File: src/rtl/core/uarttx_pkg.sv
// Shared constants and types for the FIFO-fed 8N1 UART transmitter.
package uarttx_pkg;

  // Transmit FIFO geometry.
  localparam int FIFO_DEPTH = 64;
  localparam int PTR_W      = (FIFO_DEPTH > 1) ? $clog2(FIFO_DEPTH) : 1;
  localparam int CNT_W      = $clog2(FIFO_DEPTH + 1);

  // Frame format and field widths.
  localparam int DATA_BITS = 8;
  localparam int BIDX_W    = 4;
  localparam int TPB_W     = 16;
  localparam int LVL_W     = 7;

  localparam logic [BIDX_W-1:0] BIT_STOP  = BIDX_W'(DATA_BITS);
  localparam logic [TPB_W-1:0]  TPB_RESET = 16'd1667;

  // Request kinds on the input channel.
  localparam logic MODE_PUSH = 1'b0;
  localparam logic MODE_TICK = 1'b1;

  // One result item as held in the output and skid registers.
  typedef struct packed {
    logic             tx_line;
    logic             accepted;
    logic             busy_res;
    logic [LVL_W-1:0] fifo_level;
  } result_t;

endpackage

File: src/rtl/core/uart_tx_fifo_8n1_core.sv
// Top level of the FIFO-fed 8N1 UART transmitter.
//
// Input channel (in_valid/in_ready): each request is either a push of
// in_data_byte into the transmit FIFO (in_mode 0) or one bit-timer tick
// (in_mode 1). Every request yields exactly one result on the output
// channel (out_valid/out_ready) with the line level, whether a pushed byte
// was stored, the busy flag and the FIFO fill level after that request.
// The configuration port (cfg_we/cfg_wdata) sets ticks_per_bit.
// Throughput is one request per clock cycle while in_ready is high; each
// result is registered. The FIFO bytes live in a RAM with a registered
// read; a popped byte is loaded into the shift register on the following
// cycle, or bypassed when it is pushed in the same cycle.
// An output register and a skid register decouple the channels: while the
// receiver stalls, one more request is taken into the skid register, then
// in_ready drops until the receiver drains it.
// Reset (rst_n low, synchronous) empties the FIFO, drives the line high,
// sets ticks_per_bit to 1667 and discards any pending result; in_ready is
// low while reset is held.
module uart_tx_fifo_8n1_core
  import uarttx_pkg::*;
(
  input  logic             clk,
  input  logic             rst_n,
  input  logic             in_valid,
  output logic             in_ready,
  input  logic             in_mode,
  input  logic [7:0]       in_data_byte,
  output logic             out_valid,
  input  logic             out_ready,
  output logic             out_tx_line,
  output logic             out_accepted,
  output logic             out_busy_res,
  output logic [LVL_W-1:0] out_fifo_level,
  input  logic             cfg_we,
  input  logic [TPB_W-1:0] cfg_wdata
);

  // Architectural state.
  logic [PTR_W-1:0]  rd_ptr_r, rd_ptr_nxt;
  logic [PTR_W-1:0]  wr_ptr_r, wr_ptr_nxt;
  logic [CNT_W-1:0]  fill_r, fill_nxt;
  logic [7:0]        shift_r, shift_nxt;
  logic              load_pend_r, load_pend_nxt;
  logic [BIDX_W-1:0] bit_idx_r, bit_idx_nxt;
  logic [TPB_W-1:0]  tick_r, tick_nxt;
  logic              sending_r, sending_nxt;
  logic              line_r, line_nxt;
  logic [TPB_W-1:0]  tpb_r;

  // Result buffering.
  result_t out_r, skid_r, res_nxt;
  logic    out_valid_r, skid_valid_r;

  // Handshake and datapath helpers.
  logic             in_fire, out_fire;
  logic             is_push, fifo_full, do_write, do_pop;
  logic             bypass;
  logic [7:0]       shift_cur, ram_rdata;
  logic [TPB_W-1:0] period, tick_inc;
  logic [CNT_W-1:0] fill_pushed;

  assign in_ready = rst_n && !skid_valid_r;
  assign in_fire  = in_valid && in_ready;
  assign out_fire = out_valid_r && out_ready;

  // A byte fetched by the last pop arrives from the RAM this cycle.
  assign shift_cur = load_pend_r ? ram_rdata : shift_r;

  assign is_push     = (in_mode == MODE_PUSH);
  assign fifo_full   = (fill_r == CNT_W'(FIFO_DEPTH));
  assign do_write    = in_fire && is_push && !fifo_full;
  assign fill_pushed = fill_r + CNT_W'(do_write);
  assign period      = (tpb_r == '0) ? TPB_W'(1) : tpb_r;
  assign tick_inc    = tick_r + TPB_W'(1);

  // Next-state logic for one accepted request.
  always_comb begin
    rd_ptr_nxt    = rd_ptr_r;
    wr_ptr_nxt    = wr_ptr_r;
    fill_nxt      = fill_pushed;
    shift_nxt     = shift_cur;
    load_pend_nxt = 1'b0;
    bit_idx_nxt   = bit_idx_r;
    tick_nxt      = tick_r;
    sending_nxt   = sending_r;
    line_nxt      = line_r;
    do_pop        = 1'b0;

    if (do_write) begin
      wr_ptr_nxt = (wr_ptr_r == PTR_W'(FIFO_DEPTH - 1)) ? '0 : wr_ptr_r + PTR_W'(1);
    end

    if (in_fire) begin
      if (is_push) begin
        if (!sending_r && fill_pushed != '0) begin
          do_pop = 1'b1;
        end
      end else if (sending_r) begin
        if (tick_inc >= period) begin
          tick_nxt = '0;
          if (bit_idx_r < BIT_STOP) begin
            line_nxt    = shift_cur[bit_idx_r[2:0]];
            bit_idx_nxt = bit_idx_r + BIDX_W'(1);
          end else if (bit_idx_r == BIT_STOP) begin
            line_nxt    = 1'b1;
            bit_idx_nxt = bit_idx_r + BIDX_W'(1);
          end else begin
            bit_idx_nxt = '0;
            if (fill_r != '0) begin
              do_pop = 1'b1;
            end else begin
              sending_nxt = 1'b0;
              line_nxt    = 1'b1;
            end
          end
        end else begin
          tick_nxt = tick_inc;
        end
      end
    end

    // Pop the oldest byte and start its frame with the start bit.
    if (do_pop) begin
      rd_ptr_nxt  = (rd_ptr_r == PTR_W'(FIFO_DEPTH - 1)) ? '0 : rd_ptr_r + PTR_W'(1);
      fill_nxt    = fill_pushed - CNT_W'(1);
      line_nxt    = 1'b0;
      bit_idx_nxt = '0;
      tick_nxt    = '0;
      sending_nxt = 1'b1;
      if (bypass) begin
        shift_nxt = in_data_byte;
      end else begin
        load_pend_nxt = 1'b1;
      end
    end
  end

  // A pop of the entry being written this cycle takes the byte directly.
  assign bypass = do_write && (rd_ptr_r == wr_ptr_r);

  // Result fields for the accepted request.
  always_comb begin
    res_nxt.tx_line    = line_nxt;
    res_nxt.accepted   = do_write;
    res_nxt.busy_res   = sending_nxt;
    res_nxt.fifo_level = LVL_W'(fill_nxt);
  end

  // Transmit FIFO storage.
  uarttx_ram #(
    .WIDTH(8),
    .DEPTH(FIFO_DEPTH)
  ) u_store (
    .clk  (clk),
    .we   (do_write),
    .waddr(wr_ptr_r),
    .wdata(in_data_byte),
    .re   (do_pop && !bypass),
    .raddr(rd_ptr_r),
    .rdata(ram_rdata)
  );

  // Control state.
  always_ff @(posedge clk) begin
    if (!rst_n) begin
      rd_ptr_r    <= '0;
      wr_ptr_r    <= '0;
      fill_r      <= '0;
      shift_r     <= '0;
      load_pend_r <= 1'b0;
      bit_idx_r   <= '0;
      tick_r      <= '0;
      sending_r   <= 1'b0;
      line_r      <= 1'b1;
    end else begin
      rd_ptr_r    <= rd_ptr_nxt;
      wr_ptr_r    <= wr_ptr_nxt;
      fill_r      <= fill_nxt;
      shift_r     <= shift_nxt;
      load_pend_r <= load_pend_nxt;
      bit_idx_r   <= bit_idx_nxt;
      tick_r      <= tick_nxt;
      sending_r   <= sending_nxt;
      line_r      <= line_nxt;
    end
  end

  // Configuration register.
  always_ff @(posedge clk) begin
    if (!rst_n) begin
      tpb_r <= TPB_RESET;
    end else if (cfg_we) begin
      tpb_r <= cfg_wdata;
    end
  end

  // Output register with a skid stage behind it.
  always_ff @(posedge clk) begin
    if (!rst_n) begin
      out_valid_r  <= 1'b0;
      skid_valid_r <= 1'b0;
    end else if (out_fire) begin
      if (skid_valid_r) begin
        out_r        <= skid_r;
        skid_valid_r <= 1'b0;
      end else if (in_fire) begin
        out_r <= res_nxt;
      end else begin
        out_valid_r <= 1'b0;
      end
    end else if (!out_valid_r) begin
      if (in_fire) begin
        out_r       <= res_nxt;
        out_valid_r <= 1'b1;
      end
    end else if (in_fire) begin
      skid_r       <= res_nxt;
      skid_valid_r <= 1'b1;
    end
  end

  assign out_valid      = out_valid_r;
  assign out_tx_line    = out_r.tx_line;
  assign out_accepted   = out_r.accepted;
  assign out_busy_res   = out_r.busy_res;
  assign out_fifo_level = out_r.fifo_level;

  // The fill count never passes the FIFO depth.
  a_fill_bound: assert property (@(posedge clk) disable iff (!rst_n)
    fill_r <= CNT_W'(FIFO_DEPTH))
    else $error("FIFO fill count above depth");

  // An idle transmitter has nothing waiting and holds the line high.
  a_idle_empty: assert property (@(posedge clk) disable iff (!rst_n)
    !sending_r |-> (fill_r == '0) && line_r)
    else $error("idle transmitter with bytes waiting or line low");

  // The skid register is only filled behind a held output register.
  a_skid_order: assert property (@(posedge clk) disable iff (!rst_n)
    skid_valid_r |-> out_valid_r)
    else $error("skid register valid without output register");

  // A push into a full FIFO leaves the fill count unchanged.
  a_full_drop: assert property (@(posedge clk) disable iff (!rst_n)
    (in_fire && is_push && fifo_full) |=> (fill_r == $past(fill_r)))
    else $error("push into full FIFO changed fill count");

  // A pending RAM load only follows a pop that did not bypass.
  a_load_src: assert property (@(posedge clk) disable iff (!rst_n)
    load_pend_r |-> $past(do_pop) && !$past(bypass))
    else $error("RAM load without a preceding pop");

endmodule

File: src/rtl/core/uarttx_ram.sv
// Generic single-write, single-read RAM with a registered read port.
module uarttx_ram #(
  parameter int WIDTH = 8,
  parameter int DEPTH = 64
) (
  input  logic                     clk,
  input  logic                     we,
  input  logic [$clog2(DEPTH)-1:0] waddr,
  input  logic [WIDTH-1:0]         wdata,
  input  logic                     re,
  input  logic [$clog2(DEPTH)-1:0] raddr,
  output logic [WIDTH-1:0]         rdata
);

  logic [WIDTH-1:0] mem [DEPTH];

  // Write port.
  always_ff @(posedge clk) begin
    if (we) begin
      mem[waddr] <= wdata;
    end
  end

  // Read port; the data holds until the next enabled read.
  always_ff @(posedge clk) begin
    if (re) begin
      rdata <= mem[raddr];
    end
  end

endmodule
File: config.mk
export PLATFORM = sky130hd
export DESIGN_NAME = uart_tx_fifo_8n1_core
export DESIGN_NICKNAME = d
export VERILOG_FILES = /design/src/rtl/core/uarttx_pkg.sv /design/src/rtl/core/uart_tx_fifo_8n1_core.sv /design/src/rtl/core/uarttx_ram.sv
export SDC_FILE = /design/constraint.sdc
export NUM_CORES = 1
export LEC_CHECK = 0
export BUFFER_PORTS_ARGS = -buffer_cell sky130_fd_sc_hd__buf_2
export CAP_MARGIN = 25
export CORE_MARGIN = 1.5
export CORE_UTILIZATION = 50
export DETAILED_ROUTE_END_ITERATION = 8
export PLACE_DENSITY = 0.68
export SYNTH_ARGS = -nofsm -noshare
export SYNTH_HDL_FRONTEND = slang
export SYNTH_SLANG_ARGS = --single-unit
export TNS_END_PERCENT = 1
File: constraint.sdc
create_clock -name clk -period 4 [get_ports clk]
set_clock_uncertainty 0.1 [all_clocks]
set_input_delay 0.6 -clock clk [delete_from_list [all_inputs] [get_ports clk]]
set_output_delay 0.6 -clock clk [all_outputs]
set_load 0.01 [all_outputs]
==> reports/summary.md, run 1 <==
Synth
* 608 — number of register bits inferred by synthesis
* edfxtp_1 — prevailing post-synth register cell
* 0% — async set or reset register ratio after synthesis
* 540 — Post-synth EDFFs
* 24740 um2 — post-synth design cell area
* edfxtp_1 (66%), mux4_2 (15%), dfxtp_1 (5.5%) — cell types with the largest area share after synthesis
* 0 — number of warning messages in the yosys log
* 71.05% — share of the yosys chip area belonging to registers
* 18.41 um2 — synthesized area per cell
* 62 — Distinct cells, synth
* edfxtp_1 — library cell with the largest summed area after synthesis
* 1344 — Cells after Synth
* 65.54% — share of Yosys cell area claimed by the top area cell type
* 1399 — syn nets

Job
* 0 — Max-cap violations

CTS
* 3 — Max Root-Sink Buffers
* clkbuf_16 — CTS root buffer
* yes — clock tree from TritonCTS
* 61 — clock buffers created by TritonCTS
* 2 — CTS H-tree lvls
* 0 — CTS Hold Buffers Added
* 608 — TritonCTS sink count
* 0.06 ns — Worst-path clk slew
* 0.63 ns — clock insertion delay at the later pin of the skew report

Global route
* 0 — grt total ovfl
* 51 — pin count of the biggest net entering global routing
* 21.76% — global-route total usage across every layer
* 0 — antenna violations before repair
* 12990 — number of global-route vias before repair
* 80.41 mm — wire length of the first global-routing pass

Floorplanning
* 50820 um2 — total die area
* 81 — Cell Rows
* 42 — number of placed I/O pins
* 225.4 um — height of the die
* 48850 um2 — Core Footprint
* 225.4 um — x dimension of the die
* 50.65% — initial standard-cell utilization of the core

Route
* 12750 — total via count after detailed routing
* 0 — detailed-route DRC error count
* 5 — Initial DRT Pass Iterations
* 24.66 um — average wire per standard cell
* 1342 — DR iter-0 viols
* 5.847 — number of vias per cell
* 0 — ANT nets after route
* 53.75 mm — total routed wirelength

Layout
* edfxtp_1 — most common cell after layout, fill and taps aside
* 0 — # diodes
* 1522 — Final #Nets
* 28170 um2 — final standard cell area without fillers
* 13.86% — Synth-to-Final Area Change
* 27.24% — proportion of layout cells with a drive suffix above 1
* edfxtp_1 (540), mux4_2 (170), nor2_1 (115) — commonest cells after routing, fill and taps aside

Worst hold path
* in -> reg — path class of the lowest-slack min-delay path

STA
* 0 — max-slew violation count
* 0 — final setup vio count
* yes — setup repair after global routing missed its margin
* 32.76% — Slew headroom
* 97.81% — post-route fraction of the period consumed by the critical path
* 3.913 ns — Period minus WS final
* 0 — final hold violation count
* 0.1066 ns — Fin Hold WS
* 1.009 ns — transition at the pin with the smallest max-transition slack
* 255.6 MHz — upper clock frequency limit

Worst setup path
* 4.37 ns — critical path data required time
* ha_1, and3_1, and3_4, nand3_4, nor2_2, xor2_1, ha_1, nand2_1, nor4_4, or4b_4, a31oi_4, buf_4, nor2_1, or3_1, a21oi_1 — cell chain of the critical path
* ha_1 — most used cell, CP
* register — Critical Path End Type
* 0.54 ns — delay of the slowest cell on the worst path
* reg -> reg — Setup CP Type
* register — Startpoint Class
* 4.28 ns — data arrival time of the critical path
* 5 — maximum net fanout on the critical path
* or4b_4 — cell with the biggest individual delay on the critical path

Place
* 0.8279 — routability congestion estimate
* 26120 um2 — cell area after placement
* 41 — number of input and output port buffers inserted
* 34.13 mm — Post-DP HPWL

Power and ir drop
* 497.8 nW/um2 — power density over cell area
* 0.4079 mV — largest voltage drop on the vdd net
* 0.008990 uW — Leak

Run status
* complete, no violations — result of the run

==> what timing repair did <==
item	in CTS	in global routing
pin swaps	2	4
resized for setup	4	15
setup buffers	0	7
setup endpoints to repair	25	61
==> path summary, 6_finish.rpt <==
| kind | from | to | slack, ns | depth (start not counted) |
|---|---|---|---|---|
| hold reg to reg | tick_r[3] | tick_r[3] | 0.39 | 2 |
| setup / recovery | tick_r[1] | out_tx_line | 0.09 | 15 |
| hold / removal | out_ready | skid_valid_r | 0.11 | 2 |
| setup reg to reg | tick_r[1] | out_tx_line | 0.09 | 15 |
==> state kept, by name, indices dropped and copies added, names as in the netlist, 4 cells and up <==
register and count:
rd_ptr_r 6, u_store.rdata 8, shift_r 8, skid_r 10, fill_r 7, bit_idx_r 4, out_fifo_level 7, u_store.mem 512
tick_r 16, wr_ptr_r 6, tpb_r 16
==> per-layer routing <==
| metal | GRT usage (%) | routed length, um | vias to the layer above |
|---|---|---|---|
| met5 | 0 | 0 | - |
| met4 | 6.452 | 1271 | 0 |
| met3 | 4.146 | 4036 | 87 |
| met2 | 35.69 | 26430 | 491 |
| met1 | 29.86 | 22020 | 6521 |
| li1 | - | - | 5648 |
==> cells in the mapped netlist (10+ instances only) <==
cell / count
nand2_1: 51
a21oi_1: 33
dfxtp_1: 68
nand4_1: 10
buf_2: 12
clkbuf_1: 33
xnor2_1: 18
edfxtp_1: 540
nor2_1: 119
buf_1: 14
mux2i_1: 26
inv_1: 29
o21ai_0: 13
mux4_2: 170
nor3_1: 21
xor2_1: 15
ha_1: 25
or3_1: 11
nand3_1: 27
==> final cells by class <==
type                       count  area (um2)
inverter                      30       112.6
clock inverter                28       244.0
multi-input combinational    635        6790
fill                        3670       20680
sequential                   608       17590
clock buffer                  84        1634
tap                          664       830.8
timing repair buffer         131       968.4
==> where the power goes <==
group / leakage, uW / switching, uW / internal, uW
registers: 0.00542 / 96.5 / 6960
clock network: 0.000907 / 2330 / 2990
logic: 0.00267 / 800 / 838
total: 0.00899 / 3230 / 10800
==> cell families after synthesis <==
family                   count (synthesis)  synth area share, %
flip-flops                             608                71.05
AND/OR/NAND/NOR                        280                5.285
multiplexers                           196                16.53
AO/OA/AOI/OAI                          101                2.797
buffers and inverters                  101                1.912
XOR/XNOR                                33                1.168
adder cells (fa/ha/maj)                 25                1.264
==> worst max-delay path: cells and delay by family (launching register included) <==
| kind | cells | cell delay (ns) |
|---|---|---|
| and+or+nand+nor | 9 | 2.09 |
| adders and majority gates | 2 | 0.47 |
| AOI/OAI and AO/OA | 2 | 0.47 |
| DFF | 1 | 0.37 |
| buffers and inverters | 1 | 0.16 |
| xor gates and xnor gates | 1 | 0.10 |
==> metrics by stage <==
step                total power (uW)  util, %  setup TNS, ns  instances  worst slack, ns
global placement                8820    53.45              0       2059          0.02389
floorplan                       8321        -              0       1344          0.05984
finish                         14020    57.66              0       2180          0.08745
detailed placement              8842    53.47         -1.068       2060          -0.1094
global route                   14490    57.66         -1.581       2180          -0.1244
CTS                            14140    57.37       -0.02906       2172         -0.02906
Power figures use the tool's default switching activity.
==> run 2, diff against run 1 <==
--- a/config.mk
+++ b/config.mk
@@ -7,10 +7,13 @@
 export LEC_CHECK = 0
 export BUFFER_PORTS_ARGS = -buffer_cell sky130_fd_sc_hd__buf_2
 export CAP_MARGIN = 25
+export CELL_PAD_IN_SITES_DETAIL_PLACEMENT = 1
+export CELL_PAD_IN_SITES_GLOBAL_PLACEMENT = 2
 export CORE_MARGIN = 1.5
-export CORE_UTILIZATION = 50
+export CORE_UTILIZATION = 44
 export DETAILED_ROUTE_END_ITERATION = 8
-export PLACE_DENSITY = 0.68
+export PLACE_DENSITY_LB_ADDON = 0.1
+export SLEW_MARGIN = 10
 export SYNTH_ARGS = -nofsm -noshare
 export SYNTH_HDL_FRONTEND = slang
 export SYNTH_SLANG_ARGS = --single-unit
==> reports/summary.md, run 2 (synthesis results as in run 1) <==
Run status
* complete, no violations — result of the run

Power and ir drop
* 0.009269 uW — Leak
* 521.3 nW/um2 — power density over cell area
* 14990 uW — total design power
* 0.3496 mV — largest voltage drop on the vdd net

Worst setup path
* ha_1, and3_1, and3_1, buf_4, nand3_1, xnor2_2, ha_1, nand2_1, nor4_2, buf_4, or4b_4, buf_4, a31oi_4, buf_4, a21boi_2, o211a_1, nor3_1 — cell chain of the critical path
* 4.22 ns — data arrival time of the critical path
* 0.13 ns — r2r setup slk
* simple AND/OR/NAND/NOR gates — delay-heaviest family, CP
* register — Critical Path End Type
* tick_r[1] — Reg-to-Reg Start
* reg -> reg — Setup CP Type
* 4 — combined buffer and inverter count along the critical path
* buf_4 — most used cell, CP
* tick_r[1] — CP startpoint
* or4b_4 — cell with the biggest individual delay on the critical path
* register — Startpoint Class
* 6 — maximum net fanout on the critical path
* 0.46 ns — delay of the slowest cell on the worst path
* 4.34 ns — critical path data required time

Route
* 60.41 mm — total routed wirelength
* 7 — Initial DRT Pass Iterations
* 0 — ANT nets after route
* 5.580 — number of vias per cell
* 0 — detailed-route DRC error count
* 12780 — total via count after detailed routing
* 799 — DR iter-0 viols
* 26.38 um — average wire per standard cell

Layout
* 5125 — Filler Cells Inserted
* u_store.mem x512, tick_r x16, tpb_r x16 — top flop regs
* 512 — number of flip-flops under the largest register name
* 1545 — Final #Nets
* 16.21% — Synth-to-Final Area Change
* edfxtp_1 (540), mux4_2 (170), nor2_1 (117) — commonest cells after routing, fill and taps aside
* 0 — # diodes
* 29.25% — proportion of layout cells with a drive suffix above 1
* u_store.mem — register ranked first by flip-flop count
* edfxtp_1 — most common cell after layout, fill and taps aside

STA
* 0 — final setup vio count
* 0.1312 ns — Fin Hold WS
* 96.87% — post-route fraction of the period consumed by the critical path
* yes — setup repair after global routing missed its margin
* 0 — final hold violation count
* 3.875 ns — Period minus WS final
* 0.9520 ns — transition at the pin with the smallest max-transition slack
* 0.1250 ns — fin worst setup slack
* 0 ns — Total Negative Setup Slacks
* 36.30% — Slew headroom
* 258.1 MHz — upper clock frequency limit
* 0 — max-slew violation count

Floorplanning
* 86 — Cell Rows
* 42 — number of placed I/O pins
* 44.73% — initial standard-cell utilization of the core
* 57660 um2 — total die area
* 240.1 um — height of the die
* 240.1 um — x dimension of the die
* 55310 um2 — Core Footprint

Place
* 0.7642 — routability congestion estimate
* 38.27 mm — Post-DP HPWL
* -0.05490 ns — pre-CTS setup slack
* 41 — number of input and output port buffers inserted

Job
* 0 — Max-cap violations

Global route
* 21.64% — global-route total usage across every layer
* 89.36 mm — wire length of the first global-routing pass
* 66 — pin count of the biggest net entering global routing
* 0 — grt total ovfl
* 1 — antenna violations before repair
* 13430 — number of global-route vias before repair

CTS
* clkbuf_16 — CTS root buffer
* 3 — Max Root-Sink Buffers
* 0.61 ns — clock insertion delay at the later pin of the skew report
* 3 — CTS H-tree lvls
* 0.06 ns — Worst-path clk slew
* 608 — TritonCTS sink count
* 69 — clock buffers created by TritonCTS
* yes — clock tree from TritonCTS

Worst hold path
* in -> reg — path class of the lowest-slack min-delay path
* cfg_wdata[0] — worst hold start

-- run 2: cell count changes in the layout (fill, tap and decap cells not counted), moves of 3 or more --
cell,previous run,this run
nor3_2,1,7
clkinv_1,11,16
clkbuf_16,62,72
clkbuf_8,0,3
clkbuf_1,22,11
buf_4,83,97
clkinv_2,8,11
nor3_1,21,15
bufinv_16,2,6
-- run 2: layer usage --
metal	global-route usage, %	vias to the layer above	part of all wire [%]
met1	29.52	6702	43
met2	35.93	290	50
met4	5.336	0	2.1
met3	4.156	88	4.6
li1	-	5699	-
met5	0	-	0
-- run 2: report_power, final --
part / leakage [uW] / total [uW] / switching (uW) / internal [uW]
Clock: 0.00110 / 6240 / 2520 / 3730
Sequential: 0.00542 / 7060 / 94.9 / 6970
Combinational: 0.00275 / 1680 / 842 / 841
Total: 0.00927 / 15000 / 3450 / 11500
-- run 2: worst paths after layout --
path	endpoint	cells after the start
max	out_fifo_level[4]	17
max reg2reg	out_fifo_level[4]	17
min	tpb_r[0]	3
min reg2reg	tpb_r[0]	2
-- run 2: cell type report --
type / count / area (um2) / area share (%)
Tap cell: 748 / 935.9 / 3.255
Multi-Input combinational cell: 636 / 6818 / 23.71
Sequential cell: 608 / 17590 / 61.17
Clock inverter: 37 / 347.8 / 1.210
Inverter: 30 / 112.6 / 0.3917
Timing Repair Buffer: 145 / 1065 / 3.703
Clock buffer: 86 / 1884 / 6.554
-- run 2: per-stage QoR --
step	util, %	instances	instance area (um2)
after floorplan	-	1344	24740
after global placement	47.71	2165	26390
after detailed placement	47.71	2165	26390
after CTS	51.78	2288	28640
after global routing	51.98	2290	28750
final	51.98	2290	28750
-- run 2: what timing repair did --
item                       CTS  global route
hold buffers                 0             0
setup buffers                0             1
resized for setup            3            18
cloned                       0             1
pin swaps                    0            12
setup endpoints to repair    5            62
-- run 2: worst register-to-register path: stages (launching register included) --
cell	delay, ns
dfxtp_1	0.35
ha_1	0.17
and3_1	0.18
and3_1	0.20
buf_4	0.13
nand3_1	0.12
xnor2_2	0.17
ha_1	0.29
nand2_1	0.06
nor4_2	0.26
buf_4	0.16
or4b_4	0.46
buf_4	0.17
a31oi_4	0.20
buf_4	0.17
a21boi_2	0.14
o211a_1	0.28
nor3_1	0.12
==> run 3, diff against run 2 <==
--- a/config.mk
+++ b/config.mk
@@ -11,8 +11,10 @@
 export CELL_PAD_IN_SITES_GLOBAL_PLACEMENT = 2
 export CORE_MARGIN = 1.5
 export CORE_UTILIZATION = 44
+export CTS_BUF_LIST = sky130_fd_sc_hd__clkbuf_16
 export DETAILED_ROUTE_END_ITERATION = 8
 export PLACE_DENSITY_LB_ADDON = 0.1
+export REMOVE_ABC_BUFFERS = 1
 export SLEW_MARGIN = 10
 export SYNTH_ARGS = -nofsm -noshare
 export SYNTH_HDL_FRONTEND = slang
==> reports/summary.md, run 3 (synthesis results as in run 1) <==
Global route
* 0 — antenna violations before repair
* 22.19% — global-route total usage across every layer
* 0 — grt total ovfl
* 55 — pin count of the biggest net entering global routing
* 92.13 mm — wire length of the first global-routing pass
* 13760 — number of global-route vias before repair

CTS
* clkbuf_16 — CTS root buffer
* 0.06 ns — Worst-path clk slew
* 608 — TritonCTS sink count
* 3 — CTS H-tree lvls
* yes — clock tree from TritonCTS
* 3 — Max Root-Sink Buffers
* 66 — clock buffers created by TritonCTS
* 0.61 ns — clock insertion delay at the later pin of the skew report

Worst setup path
* 4.09 ns — data arrival time of the critical path
* 4 — maximum net fanout on the critical path
* register — Startpoint Class
* 15 — R2R cell count
* register — Critical Path End Type
* reg -> reg — Setup CP Type
* 4.25 ns — critical path data required time

Route
* 12960 — total via count after detailed routing
* 0 — ANT nets after route
* 5.626 — number of vias per cell
* 814 — DR iter-0 viols
* 26.61 um — average wire per standard cell
* 0 — detailed-route DRC error count
* 61.29 mm — total routed wirelength
* 5 — Initial DRT Pass Iterations

Layout
* 512 — number of flip-flops under the largest register name
* u_store.mem x512, tick_r x16, tpb_r x16 — top flop regs
* 2303 — final instance count without filler cells
* 29.65% — proportion of layout cells with a drive suffix above 1
* u_store.mem — register ranked first by flip-flop count
* 0 — # diodes
* 1560 — Final #Nets
* edfxtp_1 — most common cell after layout, fill and taps aside
* 52.11% — Util after Layout
* edfxtp_1 (540), mux4_2 (170), nor2_1 (117) — commonest cells after routing, fill and taps aside
* 5071 — Filler Cells Inserted
* 16.49% — Synth-to-Final Area Change

Place
* 39.88 mm — Post-DP HPWL
* -0.1714 ns — pre-CTS setup slack
* 41 — number of input and output port buffers inserted
* 2180 — DP Cell Count
* 0.7773 — routability congestion estimate

STA
* 0 — max-slew violation count
* 34.88% — Slew headroom
* 0 ns — Total Negative Setup Slacks
* 96.10% — post-route fraction of the period consumed by the critical path
* 0 — final hold violation count
* 0.1165 ns — Fin Hold WS
* 260.1 MHz — upper clock frequency limit
* 3.844 ns — Period minus WS final
* 0.1559 ns — fin worst setup slack
* 0.9768 ns — transition at the pin with the smallest max-transition slack
* 0 — final setup vio count

Job
* 0 — Max-cap violations

Power and ir drop
* 0.4201 mV — largest voltage drop on the vdd net
* 508.3 nW/um2 — power density over cell area
* 0.009359 uW — Leak

Floorplanning
* 55310 um2 — Core Footprint
* 86 — Cell Rows
* 42 — number of placed I/O pins
* 57660 um2 — total die area
* 240.1 um — x dimension of the die
* 44.73% — initial standard-cell utilization of the core
* 240.1 um — height of the die

Worst hold path
* in -> reg — path class of the lowest-slack min-delay path
* 2 — count of cells along the worst hold path

Run status
* complete, no violations — result of the run

==> run 3: changes by cell type in the layout (fill, tap and decap cells not counted), moves of 5 or more <==
cell,change
clkbuf_1,-11
buf_4,+11
inv_1,+15
buf_12,+5
==> run 3: path summary, 6_finish.rpt <==
check / slack [ns] / start / endpoint
min: 0.12 / out_ready / skid_valid_r
max reg2reg: 0.16 / tick_r[1] / skid_r[2]
min reg2reg: 0.41 / tick_r[9] / tick_r[9]
max: 0.16 / tick_r[1] / skid_r[2]
==> run 3: through the flow <==
stage	total power, uW	area, um2
2_1_floorplan	8590	24380
3_3_place_gp	8920	26530
3_5_place_dp	8943	26550
4_1_cts	14810	28630
5_1_grt	15110	28820
6_report	14650	28820
==> run 3: repair_timing <==
| item | 4_1_cts | 5_1_grt |
|---|---|---|
| pin swaps | 2 | 12 |
| setup buffers | 0 | 3 |
| hold endpoints to repair | 0 | 0 |
| hold buffers | 0 | 0 |
| resized for setup | 5 | 25 |
| setup endpoints to repair | 34 | 65 |
==> run 3: layout make-up <==
type	count	area [um2]	share of cell area [%]
Clock inverter	50	365.4	1.268
Inverter	30	112.6	0.3907
Timing Repair Buffer	164	1297	4.502
Multi-Input combinational cell	635	6812	23.64
Tap cell	748	935.9	3.248
Clock buffer	68	1702	5.905
Sequential cell	608	17590	61.05
==> run 3: per-layer routing <==
layer | vias to the layer above | part of all wire [%] | GRT usage [%]
met5 | - | 0 | 0
met4 | 0 | 2.1 | 5.737
met3 | 81 | 3.0 | 3.433
met2 | 201 | 51 | 37.71
met1 | 6959 | 43 | 29.96
li1 | 5716 | - | -
==> run 3: worst max-delay path, stage by stage (launching register included) <==
cell and delay [ns]:
dfxtp_2 0.35, and4_4 0.23, nand4_1 0.17, nor2_2 0.20
nand4_1 0.16, xnor2_2 0.19, ha_1 0.32, nand2_2 0.09
nor4_4 0.29, buf_4 0.16, or4b_4 0.50, a31o_4 0.28
o21ai_4 0.17, buf_6 0.14, and3_1 0.18, nor2_1 0.05
==> run 3: report_power, final <==
group | internal (uW) | switching (uW) | leakage (uW)
Combinational | 872 | 872 | 0.00287
Clock | 3350 | 2510 | 0.00107
Sequential | 6960 | 78.8 | 0.00542
Total | 11200 | 3460 | 0.00936
